<file path="config.mk">
export PLATFORM = sky130hd
export DESIGN_NAME = phase_angle_ramp_dither_core_flat
export DESIGN_NICKNAME = d
export VERILOG_FILES = /design/src/hdl/parad_pkg.sv /design/src/hdl/parad_if.sv /design/src/hdl/parad_ctrl.sv /design/src/hdl/parad_timing.sv /design/src/hdl/phase_angle_ramp_dither_core.sv /design/src/flat_wrapper.sv
export SDC_FILE = /design/constraint.sdc
export NUM_CORES = 1
export LEC_CHECK = 0
export ABC_AREA = 1
export BUFFER_PORTS_ARGS = -buffer_cell sky130_fd_sc_hd__buf_2
export CAP_MARGIN = 10
export CORE_MARGIN = 2
export CORE_UTILIZATION = 30
export CTS_CLUSTER_SIZE = 10
export DETAILED_ROUTE_END_ITERATION = 8
export HOLD_SLACK_MARGIN = 0.03
export REMOVE_ABC_BUFFERS = 1
export SLEW_MARGIN = 10
export SYNTH_ARGS = -nofsm -noshare
export SYNTH_HDL_FRONTEND = slang
export SYNTH_HIERARCHICAL = 1
export SYNTH_SLANG_ARGS = --single-unit
</file>
<file path="constraint.sdc">
create_clock -name clk -period 6.5 [get_ports clk]
set_input_delay 0 -clock clk [delete_from_list [all_inputs] [get_ports clk]]
set_output_delay 0 -clock clk [all_outputs]
set_load 0.05 [all_outputs]
</file>
<file path="src/hdl/parad_pkg.sv">
// Shared types and constants for the phase-angle ramp/dither firing controller.
// No dependencies; used by the interfaces and imported by all modules.
package parad_pkg;

	localparam int ANGLE_W = 8;
	localparam int DELTA_W = 7;
	localparam int TIME_W  = 14;

	localparam logic [ANGLE_W-1:0] ANGLE_MIN     = 8'd10;
	localparam logic [ANGLE_W-1:0] ANGLE_MAX     = 8'd170;
	localparam logic [ANGLE_W-1:0] ANGLE_RESET   = 8'd170;
	localparam logic [TIME_W-1:0]  US_PER_DEGREE = 14'd55;
	localparam logic [TIME_W-1:0]  FULL_SPAN_US  = 14'd8800;
	localparam logic [DELTA_W-1:0] DELTA_RESET   = 7'd5;

	// register index of dither_delta in the config map
	localparam logic REG_DITHER_DELTA = 1'b0;

	typedef enum logic [1:0] {
		OP_RAMP   = 2'd0,
		OP_DITHER = 2'd1,
		OP_TIMING = 2'd2
	} op_t;

	typedef struct packed {
		logic               dither;
		logic [ANGLE_W-1:0] angle;
	} drive_state_t;

endpackage

</file>
<file path="src/hdl/parad_if.sv">
// Request and result channel interfaces for the firing controller.
// Depends on parad_pkg.
interface parad_req_if;
	logic                         valid;
	logic                         ready;
	logic [1:0]                   operation;
	logic [parad_pkg::ANGLE_W-1:0] set_angle;

	modport source (output valid, operation, set_angle, input ready);
	modport sink   (input valid, operation, set_angle, output ready);
endinterface

interface parad_res_if;
	logic                         valid;
	logic                         ready;
	logic [parad_pkg::ANGLE_W-1:0] output_angle;
	logic [parad_pkg::TIME_W-1:0]  firing_delay_us;
	logic [parad_pkg::TIME_W-1:0]  off_time_us;
	logic                         dither_active;

	modport source (output valid, output_angle, firing_delay_us, off_time_us, dither_active,
		input ready);
	modport sink   (input valid, output_angle, firing_delay_us, off_time_us, dither_active,
		output ready);
endinterface

</file>
<file path="src/hdl/parad_ctrl.sv">
// Ramp/dither state machine: holds mode and angles, computes the state after a request.
// Depends on parad_pkg.
module parad_ctrl (
	input  logic                          clk,
	input  logic                          arst_n,
	input  logic                          accept,
	input  logic [1:0]                    operation,
	input  logic [parad_pkg::ANGLE_W-1:0] set_angle,
	input  logic [parad_pkg::DELTA_W-1:0] dither_delta,
	output parad_pkg::drive_state_t       next_state
);
	import parad_pkg::*;

	logic               mode_q, mode_d;
	logic [ANGLE_W-1:0] current_q, current_d;
	logic [ANGLE_W-1:0] dither_q, dither_d;
	logic [ANGLE_W-1:0] driven_q, driven_d;
	logic [ANGLE_W-1:0] delta_x2;
	logic               in_window;

	assign delta_x2  = {dither_delta, 1'b0};
	assign in_window = ({1'b0, set_angle} >= ({1'b0, ANGLE_MIN} + {2'b00, dither_delta}))
		&& (({1'b0, set_angle} + {2'b00, dither_delta}) <= {1'b0, ANGLE_MAX});

	always_comb begin
		mode_d    = mode_q;
		current_d = current_q;
		dither_d  = dither_q;
		driven_d  = driven_q;
		case (operation)
			OP_RAMP: begin
				if (!mode_q) begin
					if (current_q == set_angle) begin
						mode_d   = 1'b1;
						dither_d = current_q + {1'b0, dither_delta};
					end else begin
						current_d = (current_q > set_angle) ? current_q - 8'd1
							: current_q + 8'd1;
						driven_d  = current_d;
					end
				end
			end
			OP_DITHER: begin
				if (mode_q) begin
					// target moved: back to ramping, driven angle stays
					if (current_q != set_angle) begin
						mode_d = 1'b0;
					end else if (in_window) begin
						if (dither_q > set_angle)
							dither_d = dither_q - delta_x2;
						else if (dither_q < set_angle)
							dither_d = dither_q + delta_x2;
						driven_d = dither_d;
					end
				end
			end
			default: ;
		endcase
	end

	always_ff @(posedge clk or negedge arst_n) begin
		if (!arst_n) begin
			mode_q    <= 1'b0;
			current_q <= ANGLE_RESET;
			dither_q  <= '0;
			driven_q  <= ANGLE_RESET;
		end else if (accept) begin
			mode_q    <= mode_d;
			current_q <= current_d;
			dither_q  <= dither_d;
			driven_q  <= driven_d;
		end
	end

	assign next_state.dither = mode_d;
	assign next_state.angle  = driven_d;

endmodule

</file>
<file path="src/hdl/parad_timing.sv">
// Gate timing from the driven angle: firing delay and remaining off time.
// Depends on parad_pkg.
module parad_timing (
	input  logic [parad_pkg::ANGLE_W-1:0] angle,
	output logic [parad_pkg::TIME_W-1:0]  firing_delay_us,
	output logic [parad_pkg::TIME_W-1:0]  off_time_us
);
	import parad_pkg::*;

	logic [ANGLE_W-1:0] above_min;
	logic [TIME_W-1:0]  product;

	assign above_min = angle - ANGLE_MIN;
	// 245 * 55 fits in 14 bits
	assign product   = TIME_W'({{(TIME_W-ANGLE_W){1'b0}}, above_min} * US_PER_DEGREE);

	always_comb begin
		firing_delay_us = (angle >= ANGLE_MIN) ? product : '0;
		off_time_us     = (firing_delay_us <= FULL_SPAN_US) ? FULL_SPAN_US - firing_delay_us
			: '0;
	end

endmodule

</file>
<file path="src/hdl/phase_angle_ramp_dither_core.sv">
// Phase-angle firing controller with soft-start ramp and dither.
// Result is registered on accept; one request per cycle unless a held result is not taken.
// The result register holds a result until taken; a new request is taken in the same cycle.
// arst_n clears state to ramping at 170 degrees, dither_delta to 5, no result pending.
// Depends on parad_pkg, parad_if, parad_ctrl, parad_timing.
module phase_angle_ramp_dither_core (
	input  logic        clk,
	input  logic        arst_n,
	parad_req_if.sink   req,
	parad_res_if.source res,
	input  logic        psel,
	input  logic        penable,
	input  logic        pwrite,
	input  logic [2:0]  paddr,
	input  logic [31:0] pwdata,
	output logic [31:0] prdata,
	output logic        pready
);
	import parad_pkg::*;

	logic               accept;
	logic [DELTA_W-1:0] delta_q;
	drive_state_t       next_state;
	logic [TIME_W-1:0]  delay_c, off_c;

	logic               res_valid_q;
	logic [ANGLE_W-1:0] angle_q;
	logic [TIME_W-1:0]  delay_q, off_q;
	logic               dither_q;

	// config port
	assign pready = 1'b1;
	assign prdata = (paddr[2] == REG_DITHER_DELTA) ? {{(32-DELTA_W){1'b0}}, delta_q} : '0;

	always_ff @(posedge clk or negedge arst_n) begin
		if (!arst_n)
			delta_q <= DELTA_RESET;
		else if (psel && penable && pwrite && pready && paddr[2] == REG_DITHER_DELTA)
			delta_q <= pwdata[DELTA_W-1:0];
	end

	assign req.ready = !res_valid_q || res.ready;
	assign accept    = req.valid && req.ready;

	parad_ctrl u_ctrl (
		.clk          (clk),
		.arst_n       (arst_n),
		.accept       (accept),
		.operation    (req.operation),
		.set_angle    (req.set_angle),
		.dither_delta (delta_q),
		.next_state   (next_state)
	);

	parad_timing u_timing (
		.angle           (next_state.angle),
		.firing_delay_us (delay_c),
		.off_time_us     (off_c)
	);

	always_ff @(posedge clk or negedge arst_n) begin
		if (!arst_n)
			res_valid_q <= 1'b0;
		else if (accept)
			res_valid_q <= 1'b1;
		else if (res.ready)
			res_valid_q <= 1'b0;
	end

	always_ff @(posedge clk) begin
		if (accept) begin
			angle_q  <= next_state.angle;
			delay_q  <= delay_c;
			off_q    <= off_c;
			dither_q <= next_state.dither;
		end
	end

	assign res.valid           = res_valid_q;
	assign res.output_angle    = angle_q;
	assign res.firing_delay_us = delay_q;
	assign res.off_time_us     = off_q;
	assign res.dither_active   = dither_q;

endmodule

</file>
<file path="src/flat_wrapper.sv">
// flat-port wrapper written by rule: the top's interface ports become plain ports
module phase_angle_ramp_dither_core_flat import parad_pkg::*;
  (clk, arst_n, psel, penable, pwrite, paddr, pwdata, prdata, pready, req_valid, req_operation, req_set_angle, req_ready, res_valid, res_output_angle, res_firing_delay_us, res_off_time_us, res_dither_active, res_ready);
  parad_req_if req_i ();
  parad_res_if res_i ();
  input  logic clk;
  input  logic arst_n;
  input  logic psel;
  input  logic penable;
  input  logic pwrite;
  input  logic [2:0] paddr;
  input  logic [31:0] pwdata;
  output logic [31:0] prdata;
  output logic pready;
  input wire logic [$bits(req_i.valid)-1:0] req_valid;
  input wire logic [$bits(req_i.operation)-1:0] req_operation;
  input wire logic [$bits(req_i.set_angle)-1:0] req_set_angle;
  output wire logic [$bits(req_i.ready)-1:0] req_ready;
  output wire logic [$bits(res_i.valid)-1:0] res_valid;
  output wire logic [$bits(res_i.output_angle)-1:0] res_output_angle;
  output wire logic [$bits(res_i.firing_delay_us)-1:0] res_firing_delay_us;
  output wire logic [$bits(res_i.off_time_us)-1:0] res_off_time_us;
  output wire logic [$bits(res_i.dither_active)-1:0] res_dither_active;
  input wire logic [$bits(res_i.ready)-1:0] res_ready;
  assign req_i.valid = req_valid;
  assign req_i.operation = req_operation;
  assign req_i.set_angle = req_set_angle;
  assign req_ready = req_i.ready;
  assign res_valid = res_i.valid;
  assign res_output_angle = res_i.output_angle;
  assign res_firing_delay_us = res_i.firing_delay_us;
  assign res_off_time_us = res_i.off_time_us;
  assign res_dither_active = res_i.dither_active;
  assign res_i.ready = res_ready;
  phase_angle_ramp_dither_core u_core (.clk(clk), .arst_n(arst_n), .req(req_i), .res(res_i), .psel(psel), .penable(penable), .pwrite(pwrite), .paddr(paddr), .pwdata(pwdata), .prdata(prdata), .pready(pready));
endmodule
</file>
==> out/results.ini <==
[status]
outcome = complete, no violations

[timing]
tightest_slew_ns = 0.8191
fin_worst_skew_ns = 0.009934
timing.slew.headroom = 0.4539
period_share = 0.9681
max_clock_freq_ghz = 0.1589
setup_viol = 0
hold_viol_final = 0
tns_ns = 0
slew_violations = 0
period_needed_ns = 6.293

[synthesis]
synthArstFlopShare = 0.4714
synth_area_per_cell_um2 = 7.759
synth_ff_type = edfxtp_1
synth.cell_area_um2 = 7480
ys_seq_area_frac = 0.2606
synth-edff-count = 37
synth_warnings = 6
synthCells = 964
synth_seq_cells = 70
synthDistinctLibCells = 51

[cells_and_area]
fin_util = 0.3998
layout_commonest_cell = nand2_1
multiInputGateArea_um2 = 5116
num-fill-cells = 2473
final_cell_mix = nand2_1, inv_1, buf_4
drive_above_1_share = 0.3178
num_antenna_cells = 0
area_growth_pct = 30.36
regArea_um2 = 1949
nets = 1309

[setup_path]
regToRegEndpoint = u_core/res.off_time_us[10]
slowest_delay_ns = 0.56
end_kind = flip-flop
timing.rr.start = u_core/u_ctrl/current_q[3]
r2r_setup_slack_ns = 0.21
rr_worst_depth = 40
required_ns = 6.59
crit_slowest_cell = dfstp_2
path_delay_family = adder cells
arrival_ns = 6.38
crit_fanout = 6
worst_setup_path_start_kind = flip-flop
crit_buf_inv = 9
crit_type = reg2reg

[die]
start_util = 0.3067
coreArea_um2 = 24390
die_y_um = 161.9
rows = 57
dieArea_um2 = 26210
die_x_um = 161.9
ioPinCount = 124

[grt]
grt_max_degree = 50
grt_usage = 0.1418
overflow = 0
grt_pass1_vias = 6212
grt_pass1_wl_mm = 30.03
antenna_found_initial = 0

[cts]
clock_path_buffers = 2
cts_sinks = 70
cts.clk_slew.worst_paths_ns = 0.06
cts_tree = yes
clock-root-buffer = clkbuf_16
htree_levels = 3
cts_inserted_buffers = 9
clock_latency_ns = 0.34

[route]
drtIter0Drc = 358
ant_nets = 0
wl_mm = 19.32
dr.pass1.iters = 5
drcViolationCount = 0
wire_per_inst_um = 13.04
route.vias.total = 6568
viasPerCell = 4.432

[min_path]
hold_start = penable
hold_class = in2reg
min_to = u_core/delta_q[2]
hold_depth = 5

[place]
dp_hpwl_mm = 14.91
gp_congestion = 0.8769
io_buffers = 70

[run]
max_cap_viol_count = 0

[state kept, by name, indices dropped and copies added (netlist names)]
signal                      flops
u_core/res.valid                1
u_core/res.firing_delay_us     14
u_core/u_ctrl/dither_q          8
u_core/res.off_time_us         14
u_core/res.output_angle         8
u_core/delta_q                  7
u_core/u_ctrl/current_q         8
u_core/u_ctrl/mode_q            1
u_core/u_ctrl/driven_q          8
u_core/res.dither_active        1
[area by class of cell]
cell class / count / area share
clock inverters: 4 / 0.002823
inverters: 171 / 0.06762
flip-flops and latches: 70 / 0.1999
clock buffers: 12 / 0.02862
well taps: 324 / 0.04158
multi-input cells: 708 / 0.5247
repair inverters: 1 / 0.001668
repair buffers: 192 / 0.1331
[kinds of logic after synthesis]
family,synth area share
AOI/OAI and AO/OA,0.08013
xor gates and xnor gates,0.04567
adders and majority gates,0.1900
buffers and inverters,0.1280
DFF,0.2606
muxes,0.002844
other,0.001004
and+or+nand+nor,0.2917
[metal layers]
layer / GRT usage / routed length, um
met1: 0.1941 / 9334
met2: 0.2360 / 9089
met3: 0.01430 / 582
met4: 0.04465 / 312
met5: 0 / 0
[cell usage after synthesis, drive strengths merged (4+ instances only)]
cell	count	share of area
a22oi	4	0.0040
o21a	4	0.0040
dfstp	10	0.035
a21oi	50	0.035
nand2	247	0.14
o21ai	35	0.025
xnor2	9	0.011
fa	16	0.043
ha	88	0.15
buf	38	0.041
dfrtp	23	0.077
nand3	79	0.064
nor2	61	0.048
edfxtp	37	0.15
xor2	30	0.035
or2	7	0.0059
inv	168	0.085
nand3b	11	0.011
nand4	24	0.021
[stage by stage]
step | hold slack, ns | instances | area [um2] | setup WS, ns
final | 0.07134 | 1482 | 9751 | 0.2072
after global routing | 0.1005 | 1482 | 9751 | -0.06886
after CTS | 0.04766 | 1468 | 9220 | 0.001930
after detailed placement | 0.1420 | 1440 | 8755 | -0.1840
after global placement | 0.1377 | 1440 | 8755 | -0.04139
after floorplan | -0.2956 | 949 | 7259 | -0.007180
[timing repair]
item                                    in CTS  in global routing
buffers inserted                             1                 13
hold buffers                                11                  0
endpoints found under the hold margin       31                  0
pin swaps                                    1                 41
resized for setup                            9                 85
cloned                                       0                  1
endpoints found under the setup margin      14                 19
[worst reg2reg max path, delay by kind of cell, from the launching register on]
kind,cells,cell delay (ns)
compound gates,5,0.78
simple gates,16,1.23
buf+inv,9,0.69
xor+xnor,4,0.80
flops,1,0.56
fa+ha+maj,6,2.04
[worst max-delay path by stage]
stage | startpoint | to | slack, ns | cells past startpoint
CTS | u_core/u_ctrl/current_q[3] | u_core/res.off_time_us[0] | 0.002 | 43
detailed placement | u_core/u_ctrl/current_q[3] | u_core/res.off_time_us[0] | -0.18 | 44
finish | u_core/u_ctrl/current_q[3] | u_core/res.off_time_us[10] | 0.21 | 40
floorplan | u_core/delta_q[1] | u_core/res.off_time_us[0] | -0.007 | 38
global placement | u_core/u_ctrl/current_q[1] | u_core/res.off_time_us[1] | -0.04 | 44
global route | u_core/u_ctrl/current_q[1] | u_core/res.off_time_us[12] | -0.07 | 42
Power is not shown: default switching activity piles up to over one toggle a cycle in this logic, so the estimate is an artifact.
